===== src/rtl/core/sha256_message_digest_top_macros.svh =====
// Assertion macros for the digest core.
`ifndef SHA256_MESSAGE_DIGEST_TOP_MACROS_SVH
`define SHA256_MESSAGE_DIGEST_TOP_MACROS_SVH
`ifndef SYNTH
// implication in the same cycle
`define SHA_ASSERT_IMP(lbl, ck, rs, ante, cons) \
  lbl: assert property (@(posedge ck) disable iff (rs) (ante) |-> (cons)) \
    else $error("sha256 check failed");
// implication in the next cycle
`define SHA_ASSERT_NXT(lbl, ck, rs, ante, cons) \
  lbl: assert property (@(posedge ck) disable iff (rs) (ante) |=> (cons)) \
    else $error("sha256 check failed");
`else
`define SHA_ASSERT_IMP(lbl, ck, rs, ante, cons)
`define SHA_ASSERT_NXT(lbl, ck, rs, ante, cons)
`endif
`endif


===== src/rtl/core/sha256md_pkg.sv =====
package sha256md_pkg;

  // byte source for the block shift register
  localparam logic [1:0] SEL_IN   = 2'd0;
  localparam logic [1:0] SEL_P80  = 2'd1;
  localparam logic [1:0] SEL_ZERO = 2'd2;
  localparam logic [1:0] SEL_LEN  = 2'd3;

  localparam logic [7:0] PAD_BYTE = 8'h80;
  localparam int unsigned LEN_W = 61;

  typedef logic [7:0][31:0] hash_t;

  localparam hash_t HASH_IV = {
    32'h5BE0CD19, 32'h1F83D9AB, 32'h9B05688C, 32'h510E527F,
    32'hA54FF53A, 32'h3C6EF372, 32'hBB67AE85, 32'h6A09E667
  };

  typedef struct packed {
    logic       shift;      // shift one byte into the block
    logic [1:0] byte_sel;
    logic [2:0] len_pos;    // byte position within the length field
    logic       len_inc;
    logic       load_work;  // a..h <= hash
    logic       round;
    logic [5:0] rnd;
    logic       upd;        // hash += a..h
    logic       hash_init;  // back to IV, length cleared
    logic [2:0] word_sel;
  } sha256md_cmd_t;

  function automatic logic [31:0] ror(input logic [31:0] v, input int unsigned n);
    ror = (v >> n) | (v << (32 - n));
  endfunction

  function automatic logic [31:0] bsig0(input logic [31:0] x);
    bsig0 = ror(x, 2) ^ ror(x, 13) ^ ror(x, 22);
  endfunction

  function automatic logic [31:0] bsig1(input logic [31:0] x);
    bsig1 = ror(x, 6) ^ ror(x, 11) ^ ror(x, 25);
  endfunction

  function automatic logic [31:0] ssig0(input logic [31:0] x);
    ssig0 = ror(x, 7) ^ ror(x, 18) ^ (x >> 3);
  endfunction

  function automatic logic [31:0] ssig1(input logic [31:0] x);
    ssig1 = ror(x, 17) ^ ror(x, 19) ^ (x >> 10);
  endfunction

  function automatic logic [31:0] round_k(input logic [5:0] t);
    case (t)
      6'd0:  round_k = 32'h428A2F98;  6'd1:  round_k = 32'h71374491;
      6'd2:  round_k = 32'hB5C0FBCF;  6'd3:  round_k = 32'hE9B5DBA5;
      6'd4:  round_k = 32'h3956C25B;  6'd5:  round_k = 32'h59F111F1;
      6'd6:  round_k = 32'h923F82A4;  6'd7:  round_k = 32'hAB1C5ED5;
      6'd8:  round_k = 32'hD807AA98;  6'd9:  round_k = 32'h12835B01;
      6'd10: round_k = 32'h243185BE;  6'd11: round_k = 32'h550C7DC3;
      6'd12: round_k = 32'h72BE5D74;  6'd13: round_k = 32'h80DEB1FE;
      6'd14: round_k = 32'h9BDC06A7;  6'd15: round_k = 32'hC19BF174;
      6'd16: round_k = 32'hE49B69C1;  6'd17: round_k = 32'hEFBE4786;
      6'd18: round_k = 32'h0FC19DC6;  6'd19: round_k = 32'h240CA1CC;
      6'd20: round_k = 32'h2DE92C6F;  6'd21: round_k = 32'h4A7484AA;
      6'd22: round_k = 32'h5CB0A9DC;  6'd23: round_k = 32'h76F988DA;
      6'd24: round_k = 32'h983E5152;  6'd25: round_k = 32'hA831C66D;
      6'd26: round_k = 32'hB00327C8;  6'd27: round_k = 32'hBF597FC7;
      6'd28: round_k = 32'hC6E00BF3;  6'd29: round_k = 32'hD5A79147;
      6'd30: round_k = 32'h06CA6351;  6'd31: round_k = 32'h14292967;
      6'd32: round_k = 32'h27B70A85;  6'd33: round_k = 32'h2E1B2138;
      6'd34: round_k = 32'h4D2C6DFC;  6'd35: round_k = 32'h53380D13;
      6'd36: round_k = 32'h650A7354;  6'd37: round_k = 32'h766A0ABB;
      6'd38: round_k = 32'h81C2C92E;  6'd39: round_k = 32'h92722C85;
      6'd40: round_k = 32'hA2BFE8A1;  6'd41: round_k = 32'hA81A664B;
      6'd42: round_k = 32'hC24B8B70;  6'd43: round_k = 32'hC76C51A3;
      6'd44: round_k = 32'hD192E819;  6'd45: round_k = 32'hD6990624;
      6'd46: round_k = 32'hF40E3585;  6'd47: round_k = 32'h106AA070;
      6'd48: round_k = 32'h19A4C116;  6'd49: round_k = 32'h1E376C08;
      6'd50: round_k = 32'h2748774C;  6'd51: round_k = 32'h34B0BCB5;
      6'd52: round_k = 32'h391C0CB3;  6'd53: round_k = 32'h4ED8AA4A;
      6'd54: round_k = 32'h5B9CCA4F;  6'd55: round_k = 32'h682E6FF3;
      6'd56: round_k = 32'h748F82EE;  6'd57: round_k = 32'h78A5636F;
      6'd58: round_k = 32'h84C87814;  6'd59: round_k = 32'h8CC70208;
      6'd60: round_k = 32'h90BEFFFA;  6'd61: round_k = 32'hA4506CEB;
      6'd62: round_k = 32'hBEF9A3F7;  6'd63: round_k = 32'hC67178F2;
      default: round_k = 32'h0;
    endcase
  endfunction

endpackage


===== src/rtl/core/sha256_message_digest_top.sv =====
// SHA-256 digest core, byte stream in, digest words out.
// Input channel s_*: one message byte per word; s_tlast marks the final byte,
//   s_tuser set ends a zero-length message (or the bytes so far) without a byte.
// Output channel m_*: eight 32-bit digest words per message, most significant
//   first; m_tuser carries the word index, m_tlast marks the eighth word.
// Throughput: one byte per cycle while a block fills, then the rounds
//   (one round per cycle in the shared round unit) and the hash update.
// Finish: padding shifts one byte per cycle up to the block end, then the final
//   block is compressed, and a second block of padding and length follows when
//   the length spills; the first digest word appears the cycle after the last
//   update.
// s_tready is low during rounds, hash update, padding and digest output.
// A stalled receiver holds the current digest word; the core waits and loses nothing.
// rst (synchronous, active high) returns to the initial hash with zero length;
//   no clearing pass is needed.
module sha256_message_digest_top (
  input  logic        clk,
  input  logic        rst,
  input  logic        s_tvalid,
  output logic        s_tready,
  input  logic [7:0]  s_tdata,   // [7:0] data_byte
  input  logic        s_tlast,   // last_byte
  input  logic        s_tuser,   // [0] empty_message
  output logic        m_tvalid,
  input  logic        m_tready,
  output logic [31:0] m_tdata,   // [31:0] digest_word
  output logic        m_tlast,   // last_word
  output logic [2:0]  m_tuser    // [2:0] word_index
);
  import sha256md_pkg::*;

  sha256md_cmd_t cmd;

  // sequencer: fill count, padding flags, round and word counters
  sha256md_ctrl u_ctrl (
    .clk      (clk),
    .rst      (rst),
    .s_tvalid (s_tvalid),
    .s_tready (s_tready),
    .s_tlast  (s_tlast),
    .s_tuser  (s_tuser),
    .m_tvalid (m_tvalid),
    .m_tready (m_tready),
    .m_tlast  (m_tlast),
    .m_tuser  (m_tuser),
    .cmd      (cmd)
  );

  // block/schedule register, working variables, hash and length
  sha256md_dp u_dp (
    .clk         (clk),
    .rst         (rst),
    .cmd         (cmd),
    .in_byte     (s_tdata),
    .digest_word (m_tdata)
  );

endmodule


===== src/rtl/core/sha256md_dp.sv =====
module sha256md_dp (
  input  logic                        clk,
  input  logic                        rst,
  input  sha256md_pkg::sha256md_cmd_t cmd,
  input  logic [7:0]                  in_byte,
  output logic [31:0]                 digest_word
);
  import sha256md_pkg::*;

  logic [511:0]       blk;      // block bytes, later the rolling schedule; word 0 on top
  logic [31:0]        a, b, c, d, e, f, g, h;
  hash_t              hash;
  logic [LEN_W-1:0]   len;

  logic [7:0]  sel_byte;
  logic [63:0] bit_len;
  logic [63:0] len_shift;
  logic [31:0] w0, w1, w9, w14, w_new;
  logic [31:0] t1, t2;

  assign bit_len   = {len, 3'b000};
  assign len_shift = bit_len >> {~cmd.len_pos, 3'b000};

  always_comb begin
    case (cmd.byte_sel)
      SEL_IN:   sel_byte = in_byte;
      SEL_P80:  sel_byte = PAD_BYTE;
      SEL_LEN:  sel_byte = len_shift[7:0];
      default:  sel_byte = 8'h00;
    endcase
  end

  assign w0    = blk[511:480];
  assign w1    = blk[479:448];
  assign w9    = blk[223:192];
  assign w14   = blk[63:32];
  assign w_new = ssig1(w14) + w9 + ssig0(w1) + w0;

  assign t1 = h + bsig1(e) + ((e & f) ^ (~e & g)) + round_k(cmd.rnd) + w0;
  assign t2 = bsig0(a) + ((a & b) ^ (a & c) ^ (b & c));

  assign digest_word = hash[cmd.word_sel];

  always_ff @(posedge clk) begin
    if (cmd.shift) begin
      blk <= {blk[503:0], sel_byte};
    end else if (cmd.round) begin
      blk <= {blk[479:0], w_new};
    end
  end

  always_ff @(posedge clk) begin
    if (cmd.load_work) begin
      a <= hash[0]; b <= hash[1]; c <= hash[2]; d <= hash[3];
      e <= hash[4]; f <= hash[5]; g <= hash[6]; h <= hash[7];
    end else if (cmd.round) begin
      h <= g; g <= f; f <= e; e <= d + t1;
      d <= c; c <= b; b <= a; a <= t1 + t2;
    end
  end

  always_ff @(posedge clk) begin
    if (rst || cmd.hash_init) begin
      hash <= HASH_IV;
      len  <= '0;
    end else begin
      if (cmd.upd) begin
        hash[0] <= hash[0] + a; hash[1] <= hash[1] + b;
        hash[2] <= hash[2] + c; hash[3] <= hash[3] + d;
        hash[4] <= hash[4] + e; hash[5] <= hash[5] + f;
        hash[6] <= hash[6] + g; hash[7] <= hash[7] + h;
      end
      if (cmd.len_inc && (len != '1)) begin
        len <= len + 1'b1;
      end
    end
  end

endmodule


===== src/rtl/core/sha256md_ctrl.sv =====
`include "sha256_message_digest_top_macros.svh"

module sha256md_ctrl (
  input  logic                        clk,
  input  logic                        rst,
  input  logic                        s_tvalid,
  output logic                        s_tready,
  input  logic                        s_tlast,
  input  logic                        s_tuser,
  output logic                        m_tvalid,
  input  logic                        m_tready,
  output logic                        m_tlast,
  output logic [2:0]                  m_tuser,
  output sha256md_pkg::sha256md_cmd_t cmd
);
  import sha256md_pkg::*;

  localparam logic [2:0] S_IDLE = 3'd0;
  localparam logic [2:0] S_COMP = 3'd1;
  localparam logic [2:0] S_UPD  = 3'd2;
  localparam logic [2:0] S_PAD  = 3'd3;
  localparam logic [2:0] S_OUT  = 3'd4;

  logic [2:0] state, state_next;
  logic [5:0] fill, fill_next;
  logic [5:0] rnd, rnd_next;
  logic [2:0] widx, widx_next;
  logic       fin, fin_next;         // message ended, finishing
  logic       sent80, sent80_next;   // pad marker placed
  logic       spill, spill_next;     // marker too late for the length in this block
  logic       lastblk, lastblk_next; // block under compression carries the length
  logic       acc;

  assign s_tready = (state == S_IDLE);
  assign acc      = s_tvalid && s_tready;
  assign m_tvalid = (state == S_OUT);
  assign m_tlast  = (state == S_OUT) && (widx == 3'd7);
  assign m_tuser  = widx;

  always_comb begin
    state_next   = state;
    fill_next    = fill;
    rnd_next     = rnd;
    widx_next    = widx;
    fin_next     = fin;
    sent80_next  = sent80;
    spill_next   = spill;
    lastblk_next = lastblk;
    cmd          = '0;
    cmd.rnd      = rnd;
    cmd.word_sel = widx;
    cmd.len_pos  = fill[2:0];
    cmd.byte_sel = SEL_IN;
    case (state)
      S_IDLE: begin
        if (acc) begin
          if (s_tuser) begin
            state_next = S_PAD;
            fin_next   = 1'b1;
          end else begin
            cmd.shift   = 1'b1;
            cmd.len_inc = 1'b1;
            fill_next   = fill + 6'd1;
            if (fill == 6'd63) begin
              cmd.load_work = 1'b1;
              state_next    = S_COMP;
              fin_next      = s_tlast;
              lastblk_next  = 1'b0;
            end else if (s_tlast) begin
              state_next = S_PAD;
              fin_next   = 1'b1;
            end
          end
        end
      end
      S_PAD: begin
        cmd.shift = 1'b1;
        fill_next = fill + 6'd1;
        if (!sent80) begin
          cmd.byte_sel = SEL_P80;
          sent80_next  = 1'b1;
          spill_next   = (fill[5:3] == 3'b111);
        end else if ((fill[5:3] == 3'b111) && !spill) begin
          cmd.byte_sel = SEL_LEN;
        end else begin
          cmd.byte_sel = SEL_ZERO;
        end
        if (fill == 6'd63) begin
          cmd.load_work = 1'b1;
          state_next    = S_COMP;
          lastblk_next  = sent80 && !spill;
          spill_next    = 1'b0;
        end
      end
      S_COMP: begin
        cmd.round = 1'b1;
        rnd_next  = rnd + 6'd1;
        if (rnd == 6'd63) begin
          state_next = S_UPD;
        end
      end
      S_UPD: begin
        cmd.upd = 1'b1;
        if (fin && lastblk) begin
          state_next = S_OUT;
          widx_next  = 3'd0;
        end else if (fin) begin
          state_next = S_PAD;
        end else begin
          state_next = S_IDLE;
        end
      end
      S_OUT: begin
        if (m_tready) begin
          if (widx == 3'd7) begin
            cmd.hash_init = 1'b1;
            state_next    = S_IDLE;
            fin_next      = 1'b0;
            sent80_next   = 1'b0;
            spill_next    = 1'b0;
            lastblk_next  = 1'b0;
          end else begin
            widx_next = widx + 3'd1;
          end
        end
      end
      default: begin
        state_next = S_IDLE;
      end
    endcase
  end

  always_ff @(posedge clk) begin
    if (rst) begin
      state   <= S_IDLE;
      fill    <= '0;
      rnd     <= '0;
      widx    <= '0;
      fin     <= 1'b0;
      sent80  <= 1'b0;
      spill   <= 1'b0;
      lastblk <= 1'b0;
    end else begin
      state   <= state_next;
      fill    <= fill_next;
      rnd     <= rnd_next;
      widx    <= widx_next;
      fin     <= fin_next;
      sent80  <= sent80_next;
      spill   <= spill_next;
      lastblk <= lastblk_next;
    end
  end

  `SHA_ASSERT_NXT(a_comp_end, clk, rst, (state == S_COMP) && (rnd == 6'd63), state == S_UPD)
  `SHA_ASSERT_NXT(a_blk_full, clk, rst, cmd.shift && (fill == 6'd63), (state == S_COMP) && (rnd == 6'd0))
  `SHA_ASSERT_IMP(a_pad_fin, clk, rst, state == S_PAD, fin)
  `SHA_ASSERT_NXT(a_out_done, clk, rst, m_tvalid && m_tready && m_tlast, (state == S_IDLE) && (fill == 6'd0) && !fin)

endmodule


===== config.mk =====
export PLATFORM = sky130hd
export DESIGN_NAME = sha256_message_digest_top
export DESIGN_NICKNAME = d
export VERILOG_FILES = /design/src/rtl/core/sha256md_pkg.sv /design/src/rtl/core/sha256_message_digest_top.sv /design/src/rtl/core/sha256md_dp.sv /design/src/rtl/core/sha256md_ctrl.sv
export VERILOG_INCLUDE_DIRS = /design/src /design/src/rtl/core
export SDC_FILE = /design/constraint.sdc
export NUM_CORES = 2
export LEC_CHECK = 0
export BUFFER_PORTS_ARGS = -buffer_cell sky130_fd_sc_hd__buf_4
export CORE_UTILIZATION = 50
export DETAILED_ROUTE_END_ITERATION = 8
export PLACE_DENSITY = 0.73
export RECOVER_POWER = 100
export SLEW_MARGIN = 20
export SYNTH_ARGS = -nofsm -noshare
export SYNTH_HDL_FRONTEND = slang
export SYNTH_SLANG_ARGS = --single-unit
export TNS_END_PERCENT = 50

===== constraint.sdc =====
create_clock -name clk -period 14.6 [get_ports clk]
set_clock_uncertainty 0.15 [all_clocks]
set_input_delay 1.46 -clock clk [delete_from_list [all_inputs] [get_ports clk]]
set_output_delay 1.46 -clock clk [all_outputs]
set_load 0.02 [all_outputs]

==> run metrics <==
status=finished with violations; violations in the final reports=capacitance limit, slew limit; f_max=approximately 0.093 GHz; worst path required time=14.84 ns; Final min period=10.81 ns; Synth area leaders=edfxtp_1 31%, nand2_1 12%, dfxtp_1 9.9%, ha_1 6.5%, fa_1 5.2%; HPWL after detailed placement=175000 um; Synth top area share=between 30% and 40%; Tcrit/Tclk final=74.0%; WL/cell=23.2 um; layout cells sized above 1=~5.1%; hold_buf cts=0; FFs w/ async S/R, synth=0%; #FFs+latches synth=1139; CTS resizes=0; CP max FO=65; Post-Synthesis Cells=about 8400; die span in x=390 um; Die Area=152000 um^2; Setup crit start kind=flip-flop; drt drc=0; Post-CTS Setup Bufs=0; Final setup viols=0; worst rel slew slack=-357%; syn avg cell area=8.94 um^2; Post-synth EDFFs=roughly 770; row count=142; PortBufs=between 50 and 60; Unique masters post-synth=101; RSZ-0062 raised after global routing=no; Reg2Reg Depth=8; MaxCap Viol Count=34; clk sink count=1139; detailed-route via count=61700; vias per cell=5.97; synthesized area=75300 um^2; count of pins over their slew limit=2124; top_reg_cell synth=edfxtp_1; vias in the first global route=a little under 60000; min-delay worst type=flip-flop to flip-flop; Final ANT Viol Nets=0; Clock Latency Late Sink=between 0.7 and 0.8 ns; CP Capture Type=flip-flop; core area=150000 um^2; Area Growth Syn to Fin=7.62%; CTS Root Cell=clkbuf_16; routed wire length=~240000 um; Final Hold Vio Count=0; Die Height=a little under 400 um; Clock Path Buffers=3; CTS tree=done; CTS Buf Count=around 130; Total Neg Setup Slack=0 ns; Synth warnings=0; Mapped Nets=9029; clock-pin transition on the worst setup and hold timing paths=0.06 ns; CTS H-tree lvls=4; GRT Total Usage=around 31%; first-pass GRT wire length=359000 um; share of the yosys chip area belonging to registers=40.5%; antenna violations before repair=5; GR Overflow Total=0; CP arrival=~11 ns; largest net degree at the start of global routing=approximately 250; final layout net count=approximately 8800; Synth area leader=edfxtp_1; starting density of the core=50.3%; actual slew at the worst max-slew pin=6.86 ns; RD Place Congestion=1.02; TritonRoute pass-1 iters=6; Worst Hold Depth=2; 1st-iter DRT viols=6874; Worst Setup Path Type=flip-flop to flip-flop; I/O pin count=52
## path summary, 6_finish.rpt
| kind | start | end | slack [ns] |
|---|---|---|---|
| setup / recovery | u_ctrl.fill[1] | u_dp.b[21] | 3.79 |
| hold / removal | u_dp.hash[7] | u_dp.hash[7] | 0.35 |
| setup reg to reg | u_ctrl.fill[1] | u_dp.b[21] | 3.79 |
| hold reg to reg | u_dp.hash[7] | u_dp.hash[7] | 0.35 |
## cell usage in the layout, fill, tap and decap left out, types with 18 or more instances in the layout
cell       Yosys  final
o31ai_1       34     36
xor2_1       220    220
dfxtp_1      371    369
nor3_1        75     75
a21oi_1      509    509
xnor2_1      390    390
and4_1        18     18
mux2_1         0     24
a31oi_1       53     53
o211ai_1     113    113
nand4_1       46     46
nor2b_1       59     59
nand2_1     2506   2506
clkbuf_1     414     69
o22ai_1       20     20
edfxtp_1     768    768
mux2i_1       50     50
inv_1        344    344
clkinv_2       0     20
nor3b_1       17     18
and2_1        20     18
maj3_1        23     23
and3_1        37     37
clkinv_1       2     18
o21bai_1      38     38
mux4_2        77     77
o21ai_0      370    376
buf_4          5     69
a211oi_1      64     65
ha_1         393    393
nand2b_1      73     73
o21a_1        75     75
clkbuf_16      0    137
or3_1         35     34
a21o_1       162    162
a311oi_1      18     18
nand3_1       92     92
fa_1         195    195
nor2_1       372    370
## logic make-up (layout without fill, tap and decap cells)
| family | after synthesis | in the layout | share of synthesized area [%] |
|---|---|---|---|
| buffers and inverters | 826 | 704 | 4.18 |
| DFF | 1139 | 1139 | 40.5 |
| xor gates and xnor gates | 611 | 611 | 7.12 |
| adders and majority gates | 611 | 611 | 12.0 |
| and+or+nand+nor | 3416 | 3416 | 18.8 |
| other | 0 | 1 | 0 |
| AOI/OAI and AO/OA | 1660 | 1660 | 13.9 |
| muxes | 164 | 164 | 3.52 |
## metrics by stage
step | util, % | area, um^2 | setup WS (ns) | hold slack (ns) | std cells
2_1_floorplan | - | 75300 | 0.109 | 0.304 | 8427
4_1_cts | 54.4 | 81300 | 6.08 | 0.345 | 10300
3_5_place_dp | 51.4 | 77000 | 6.10 | 0.335 | 10100
5_1_grt | 54.2 | 81100 | 3.01 | 0.364 | 10300
3_3_place_gp | 51.4 | 77000 | 6.12 | 0.323 | 10100
6_report | 54.2 | 81100 | 3.79 | 0.346 | 10300
## per-layer routing
layer	routed length, um	share of wire [%]	vias up	GRT usage [%]
met5	21	0.0088	-	0
met4	16000	6.7	4	18.3
met3	19700	8.2	650	5.85
met2	107000	45	2691	48.1
met1	96300	40	29800	40.4
li1	-	-	28500	-
## sequential cells by signal, summed over array words and instances, names as in the netlist, named ones only
| signal | cells |
|---|---|
| u_dp.len | 61 |
| u_ctrl.fill | 6 |
| u_dp.blk | 512 |
| u_dp.g | 32 |
| u_dp.f | 32 |
| u_ctrl.state | 3 |
| u_ctrl.rnd | 6 |
| u_dp.hash | 256 |
| u_ctrl.lastblk | 1 |
| u_ctrl.spill | 1 |
| u_dp.e | 32 |
| u_dp.c | 32 |
| u_dp.a | 32 |
| u_ctrl.fin | 1 |
| u_dp.b | 32 |
| u_ctrl.sent80 | 1 |
| u_dp.d | 32 |
| u_dp.h | 32 |
| u_ctrl.m_tuser | 3 |
## synth_stat cells, types with 73 or more instances
cell,n
inv_1,344
nand2_1,2506
clkbuf_1,414
nand2b_1,73
o21ai_0,370
nand3_1,92
ha_1,393
dfxtp_1,371
xor2_1,220
edfxtp_1,768
xnor2_1,390
mux4_2,77
nor2_1,372
fa_1,195
a21oi_1,509
a21o_1,162
o21a_1,75
o211ai_1,113
nor3_1,75
## layout make-up
| class | instances | area [um^2] |
|---|---|---|
| Sequential cell | 1139 | 30500 |
| Multi-Input combinational cell | 6462 | 41700 |
| Clock inverter | 61 | 583 |
| Timing Repair Buffer | 109 | 718 |
| Antenna cell | 1 | 2.50 |
| Inverter | 348 | 1310 |
| Tap cell | 2016 | 2520 |
| Clock buffer | 186 | 3770 |
| Fill cell | 13500 | 68500 |
## worst max-delay path: stages (launching register included)
cell and delay, ns:
dfxtp_1 0.90, ha_1 0.35, nand2_1 0.09, nor2_1 0.10, clkbuf_1 0.51, nand2_1 1.33
nand2b_1 2.79, clkbuf_1 2.96, buf_4 1.05
Power is left out: the tool's default activity adds up to more than one toggle a clock period on the data nets, which glitch-free logic cannot reach.
